[config.mk]
export PLATFORM = sky130hd
export DESIGN_NAME = prst_cordic
export DESIGN_NICKNAME = d
export VERILOG_FILES = /design/src/sv/prst_pkg.sv /design/src/sv/prst_cordic.sv
export SDC_FILE = /design/constraint.sdc
export NUM_CORES = 2
export LEC_CHECK = 0
export BUFFER_PORTS_ARGS = -buffer_cell sky130_fd_sc_hd__buf_2
export CAP_MARGIN = 25
export CORE_AREA = 4 4 469 471
export CTS_BUF_LIST = sky130_fd_sc_hd__clkbuf_8
export DETAILED_ROUTE_END_ITERATION = 8
export DIE_AREA = 0 0 473 475
export GPL_ROUTABILITY_DRIVEN = 1
export GPL_TIMING_DRIVEN = 0
export PLACE_DENSITY = 0.73
export SKIP_CTS_REPAIR_TIMING = 1
export SLEW_MARGIN = 20
export SYNTH_ARGS = -nofsm -noshare
export SYNTH_HDL_FRONTEND = slang
export SYNTH_SLANG_ARGS = --single-unit
[constraint.sdc]
create_clock -name clk -period 6 [get_ports clk]
set_input_delay 1.2 -clock clk [delete_from_list [all_inputs] [get_ports clk]]
set_output_delay 1.2 -clock clk [all_outputs]
set_load 0.005 [all_outputs]
[src/sv/prst_pkg.sv]
// Shared widths, types, opcodes and CORDIC constants for the point transform core.
package prst_pkg;

	// Coordinate and operand widths.
	localparam int COORD_BITS    = 16;
	localparam int DIFF_BITS     = COORD_BITS + 1;
	localparam int ANG_BITS      = 16;
	localparam int FACT_BITS     = 16;

	// Fixed-point formats.
	localparam int ANG_FRAC      = 24;
	localparam int ANG_SHIFT     = ANG_FRAC - (ANG_BITS - 3);
	localparam int TRIG_FRAC     = 30;
	localparam int SCALE_FRAC    = 8;
	localparam int TRIG_BITS     = 32;
	localparam int Z_BITS        = 28;

	// CORDIC depth; the arctangent table holds 24 entries.
	localparam int CORDIC_STAGES = 16;
	localparam int ATAN_COUNT    = 24;

	// Datapath widths after the multipliers.
	localparam int PROD_BITS     = TRIG_BITS + DIFF_BITS;
	localparam int CTR_BITS      = COORD_BITS + TRIG_FRAC;
	localparam int SUM_BITS      = ((PROD_BITS + 1 > CTR_BITS) ? PROD_BITS + 1 : CTR_BITS) + 1;

	typedef logic [1:0]                   op_t;
	typedef logic signed [COORD_BITS-1:0] coord_t;
	typedef logic signed [DIFF_BITS-1:0]  diff_t;
	typedef logic signed [ANG_BITS-1:0]   ang_t;
	typedef logic signed [FACT_BITS-1:0]  fact_t;
	typedef logic signed [TRIG_BITS-1:0]  trig_t;
	typedef logic signed [Z_BITS-1:0]     z_t;
	typedef logic signed [PROD_BITS-1:0]  prod_t;
	typedef logic signed [SUM_BITS-1:0]   sum_t;

	localparam op_t OP_ROTATE = 2'd0;
	localparam op_t OP_SCALE  = 2'd1;
	localparam op_t OP_MOVE   = 2'd2;
	localparam op_t OP_PASS   = 2'd3;

	localparam coord_t COORD_MAX = {1'b0, {(COORD_BITS-1){1'b1}}};
	localparam coord_t COORD_MIN = {1'b1, {(COORD_BITS-1){1'b0}}};

	// Angles carry 24 fraction bits inside the rotator.
	localparam z_t PI_FIX      = z_t'(52707179);
	localparam z_t HALF_PI_FIX = z_t'(26353589);
	// Reciprocal of the CORDIC gain in Q2.30.
	localparam trig_t INV_GAIN = trig_t'(652032874);

	// Everything that travels alongside the rotator.
	typedef struct packed {
		op_t    op;
		logic   flip;
		diff_t  dx;
		diff_t  dy;
		coord_t cx;
		coord_t cy;
		fact_t  fact;
		diff_t  lin_x;
		diff_t  lin_y;
	} sb_t;

	// Arctangent of 2^-i with 24 fraction bits, rounded.
	function automatic z_t atan_val(input int unsigned i);
		case (i)
			0:       return z_t'(13176795);
			1:       return z_t'(7778716);
			2:       return z_t'(4110060);
			3:       return z_t'(2086331);
			4:       return z_t'(1047214);
			5:       return z_t'(524117);
			6:       return z_t'(262123);
			7:       return z_t'(131069);
			8:       return z_t'(65536);
			9:       return z_t'(32768);
			10:      return z_t'(16384);
			11:      return z_t'(8192);
			12:      return z_t'(4096);
			13:      return z_t'(2048);
			14:      return z_t'(1024);
			15:      return z_t'(512);
			16:      return z_t'(256);
			17:      return z_t'(128);
			18:      return z_t'(64);
			19:      return z_t'(32);
			20:      return z_t'(16);
			21:      return z_t'(8);
			22:      return z_t'(4);
			23:      return z_t'(2);
			default: return '0;
		endcase
	endfunction

endpackage

[src/sv/prst_cordic.sv]
// Pipelined rotation-mode CORDIC, one micro-rotation per register stage.
module prst_cordic (
	input  logic            clk,
	input  logic            en,
	input  prst_pkg::z_t    z_in,
	output prst_pkg::trig_t cos_out,
	output prst_pkg::trig_t sin_out
);
	import prst_pkg::*;

	trig_t x_sc [CORDIC_STAGES];
	trig_t y_sc [CORDIC_STAGES];
	z_t    z_sc [CORDIC_STAGES-1];

	for (genvar k = 0; k < CORDIC_STAGES; k++) begin : g_stage
		trig_t xp;
		trig_t yp;
		z_t    zp;

		if (k == 0) begin : g_first
			assign xp = INV_GAIN;
			assign yp = '0;
			assign zp = z_in;
		end else begin : g_next
			assign xp = x_sc[k-1];
			assign yp = y_sc[k-1];
			assign zp = z_sc[k-1];
		end

		// Arithmetic right shifts round toward minus infinity, as required.
		always_ff @(posedge clk) begin
			if (en) begin
				if (!zp[Z_BITS-1]) begin
					x_sc[k] <= xp - (yp >>> k);
					y_sc[k] <= yp + (xp >>> k);
				end else begin
					x_sc[k] <= xp + (yp >>> k);
					y_sc[k] <= yp - (xp >>> k);
				end
			end
		end

		// The last stage has no use for the residual angle.
		if (k < CORDIC_STAGES - 1) begin : g_z
			always_ff @(posedge clk) begin
				if (en) begin
					if (!zp[Z_BITS-1]) begin
						z_sc[k] <= zp - atan_val(k);
					end else begin
						z_sc[k] <= zp + atan_val(k);
					end
				end
			end
		end
	end

	assign cos_out = x_sc[CORDIC_STAGES-1];
	assign sin_out = y_sc[CORDIC_STAGES-1];

endmodule

======== After elaboration in Yosys (flattened, before gate mapping) ========
Memory sizes are Yosys's and may differ from the RTL's.
Index checks and enable logic that the tools add are counted.
operators by class
  add/subtract/negate cells ............... 90
  multiply operators ...................... 0
  div/mod/pow operators ................... 0
  order comparisons ....................... 0
  eq/ne operators ......................... 0
  shift operators ......................... 0
  multiplexer cells ....................... 143
  bitwise operators ....................... 47
  reductions and logical operators ........ 0
operator list
  operator          count
  $mux W32          32
  $mux W28          15
  $mux W1           96
  $add A32 B17 Y32  2
  $add A32 B18 Y32  2
  $add A32 B19 Y32  2
  $add A32 B20 Y32  2
  $add A32 B21 Y32  2
  $add A32 B22 Y32  2
  $add A32 B23 Y32  2
  $add A32 B24 Y32  2
  $add A32 B25 Y32  2
  $add A32 B26 Y32  2
  $add A32 B27 Y32  2
  $add A32 B28 Y32  2
  $add A32 B29 Y32  2
  $add A32 B30 Y32  2
  $add A32 B31 Y32  2
  $sub A32 B17 Y32  2
  $sub A32 B18 Y32  2
  $sub A32 B19 Y32  2
  $sub A32 B20 Y32  2
  $sub A32 B21 Y32  2
  $sub A32 B22 Y32  2
  38 further kinds  95
word-level totals
  register bits ........................... 0
  latch bits .............................. 0
  RAM bits ................................ 1444
  ROM bits ................................ 0
  input bits .............................. 30
  logic and storage cells ................. 283
  memories kept ........................... 3
memories
  memory  words  bits a word  read ports  clocked after memory_dff  wr ports  line               RTL
  x_sc    16     32           16          0                         16        prst_cordic.sv:11  trig_t x_sc [CORDIC_STAGES];
  y_sc    16     32           16          0                         16        prst_cordic.sv:12  trig_t y_sc [CORDIC_STAGES];
  z_sc    15     28           15          0                         15        prst_cordic.sv:13  z_t z_sc [CORDIC_STAGES-1];

======== Longest topological paths before layout ========
An unclocked memory read counts as a cell.
  depth after elaboration ................. 5
  gate-level depth with buffers ........... 21
  gate-level depth less buffers ........... 21

======== Worst setup path after synthesis ========
No wires, ideal clock.
  path kind ............................... input port to flip-flop
  from .................................... input port en
  to ...................................... memory y_sc[1][220] (netlist name) (data pin)
  setup time .............................. 0.259 ns
  arrival time ............................ 5.450 ns
  required time ........................... 5.741 ns
  path slack .............................. 0.291 ns
  stages .................................. 18
  cell sequence ........................... clkbuf_1 > and2_1 > inv_1 > clkbuf_1 > clkbuf_1 > mux2i_1 > fa_1 > a211oi_1 > o21a_1 > o21ai_1 > a221o_1 > a221oi_1 > o21ai_1 > a2111oi_0 > nor2_1 > o21a_1 > nor2_1 > xnor2_1
RTL lines
  what             line               RTL
  start, declared  prst_cordic.sv:4   input logic en,
  end, declared    prst_cordic.sv:12

==> impl_metrics.csv <==
group,metric,value,unit
outcome,outcome,"finished, final reports clean",
timing,timing.final.crit_share,0.978,
synthesis,synth_compound_area_frac,0.197,
floorplanning,io_pins,94,
worst_setup_path,crit_fanout,23,
synthesis,synth_top_family_by_area,"compound AO/OA/AOI/OAI gates",
routing,drt_iter0_markers,6588,
timing,hold_viol_final,0,
final_layout,fin_nets,12800,
synthesis,yosys.cell_types.count,90,
synthesis,synth_edf_count,1260,
job,cap_violations,0,
worst_setup_path,cpPeakStageDelay,0.44,ns
routing,firstDrtPassIters,9,
clocking,htree_levels,4,
timing,setup-violations-final,0,
global_route,grt_pass1_vias,83700,
clocking,cts_buffer_depth,3,
final_layout,syn2layout_area_growth,8.85,%
worst_setup_path,critPathLaunchType,"input port",
synthesis,syn_area,107000,um^2
clocking,cts.sinks,1260,
global_route,gr-total-overflow,0,
routing,viasPerCell,5.94,
worst_setup_path,path_cells,"clkbuf_4 > clkbuf_4 > buf_6 > and2_2 > clkbuf_2 > inv_1 > buf_2 > o21ai_1 > ha_1 > a21o_1 > a21oi_1 > o21bai_1 > o2bb2ai_1 > o21ai_2 > o21ai_0 > o21ai_0 > nand2_1 > a31o_2 > a21oi_1 > xnor2_1",
worst_setup_path,setup.worst_path.class,"input port to flip-flop",
placement,numPortBuffers,93,
synthesis,synth_area_per_cell,9.64,um^2
clocking,cts_buffers,218,
worst_setup_path,cp.required,6.73,ns
timing,fin_skew,0.0931,ns
placement,place_worst_setup_slack,-2.58,ns
global_route,antenna_found_initial,2,
final_layout,seq_area,37800,um^2
timing,hold_slack,0.416,ns
clocking,cts_tree,"built",
final_layout,stdcell_area,117000,um^2
routing,num_vias,86100,
synthesis,synth_cells,11100,
timing,rsz0062_at_grt,"true",
final_layout,final_common_cell,"ha_1",
routing,wl_per_cell,19.7,um
global_route,grt_max_degree,62,
worst_setup_path,critPathTopFamily,"compound AO/OA/AOI/OAI gates",
clocking,path_clk_slew,0.06,ns
synthesis,synth_ff_type,"edfxtp_1",
clocking,clk_latency,1.03,ns
timing,fin_crit,5.87,ns
floorplanning,die_area,225000,um^2
synthesis,synth_fp_nets,12500,
floorplanning,coreArea,216000,um^2
floorplanning,start_util,0.497,
timing,fmax,0.170,GHz
floorplanning,die_h,475,um
final_layout,fin_util,0.541,
timing,slew_headroom,0.316,
synthesis,synth-xor-area-share,0.133,
final_layout,multi_input_area,67300,um^2
final_layout,layout_common_cells,"1288 x ha_1, 1260 x edfxtp_1, 1129 x a21oi_1, 1069 x xnor2_1, 887 x nor2_1",
global_route,grt_pass1_wl,452,mm
worst_setup_path,crit_buf_inv,6,
synthesis,synthMuxAreaShare,0.0105,
hold_path,hp-class,"flip-flop to flip-flop",
timing,slew_viol_final,0,
worst_setup_path,arrival,6.60,ns
placement,dpl-instance-area,112000,um^2
worst_setup_path,worstSetupEndpointType,"flip-flop",
final_layout,drive_gt1_frac,0.0561,
final_layout,fillers,19200,
synthesis,synth_seq_cells,1260,
floorplanning,die_w,473,um
placement,hpwlAfterDp,230,mm
routing,wirelength,285,mm
synthesis,synth-adder-area-share,0.158,
synthesis,async_reset_ff_frac,0,
timing,fin_ws,0.132,ns
floorplanning,rows,171,
synthesis,synthSimpleGateAreaFrac,0.128,
routing,drcViolationCount,0,
worst_setup_path,slowest_stage,"o21ai_1",
timing,worstMarginPinSlew,1.01,ns
synthesis,yosysWarnings,0,
synthesis,ys_seq_area_frac,0.352,
routing,ant_nets,0,
placement,place_congestion,0.980,
clocking,cts_root_buf,"clkbuf_8",
global_route,track_usage,0.247,
==> worst register-to-register path, cell delays in order (launching register included) <==
cell and delay [ns]:
edfxtp_1 0.38, nand2_1 0.10, clkbuf_1 0.47, buf_1 0.58
o21ai_0 0.29, fa_1 0.48, a21o_1 0.18, a21oi_1 0.21
o21bai_1 0.12, a31o_2 0.27, a21oi_1 0.32, o21ai_0 0.32
o41ai_1 0.96, o41a_1 0.36, o21bai_1 0.10, a21oi_1 0.19
xnor2_1 0.08
==> synth_stat cells, drive strengths merged, types with 160 or more instances <==
master | instances | area, um^2
a21o | 534 | 4010
a21oi | 1130 | 5660
clkbuf | 161 | 604
edfxtp | 1260 | 37800
ha | 1288 | 16100
inv | 420 | 1580
nand2 | 652 | 2450
nand2b | 160 | 1000
nand3 | 161 | 811
nor2 | 887 | 3330
nor2b | 162 | 1010
nor3 | 263 | 1320
o21a | 173 | 1300
o21ai | 601 | 3010
xnor2 | 1069 | 9360
xor2 | 555 | 4860
==> layout make-up <==
cell class	count	share of cell area
inverter	424	0.0136
clock inverter	191	0.0147
tap	2854	0.0306
timing repair buffer	115	0.00837
antenna	2	0.0000428
buffer	184	0.00694
sequential	1260	0.324
multi-input combinational	9259	0.576
clock buffer	219	0.0258
==> final timing paths <==
check / startpoint / end / slack [ns] / cells past startpoint
hold / removal: z_sc[1][122]$_DFFE_PP_ / z_sc[1][150]$_DFFE_PP_ / 0.42 / 0
setup reg to reg: z_sc[1][195]$_DFFE_PP_ / x_sc[1][252]$_DFFE_PP_ / 0.37 / 16
setup / recovery: en / x_sc[1][125]$_DFFE_PP_ / 0.13 / 20
hold reg to reg: z_sc[1][122]$_DFFE_PP_ / z_sc[1][150]$_DFFE_PP_ / 0.42 / 0
==> kinds of logic (layout without fill, tap and decap cells) <==
| kind of cell | Yosys count | in the layout |
|---|---|---|
| AOI/OAI and AO/OA | 3350 | 3350 |
| and+or+nand+nor | 2846 | 2846 |
| xor gates and xnor gates | 1625 | 1625 |
| other | 0 | 2 |
| adders and majority gates | 1331 | 1331 |
| muxes | 107 | 107 |
| DFF | 1260 | 1260 |
| buffers and inverters | 614 | 1133 |
==> registers in the layout, indices dropped and copies added, names as in the netlist <==
signal,cells
x_sc,456
y_sc,481
z_sc,323
==> stage by stage <==
stage / cells / setup TNS (ns)
2_1_floorplan: 11100 / 0
3_3_place_gp: 14100 / -3168.94
3_5_place_dp: 14100 / -681.33
4_1_cts: 14500 / -116.79
5_1_grt: 14500 / 0
6_report: 14500 / 0
==> metal layers <==
layer | vias to the layer above | GRT usage | part of all wire
li1 | 42100 | - | -
met1 | 41000 | 0.318 | 0.43
met2 | 2553 | 0.422 | 0.47
met3 | 555 | 0.0360 | 0.055
met4 | 0 | 0.0908 | 0.037
met5 | - | 0 | 0
Power is left out: the tool's default activity adds up to more than one toggle a clock period on the data nets, which glitch-free logic cannot reach.
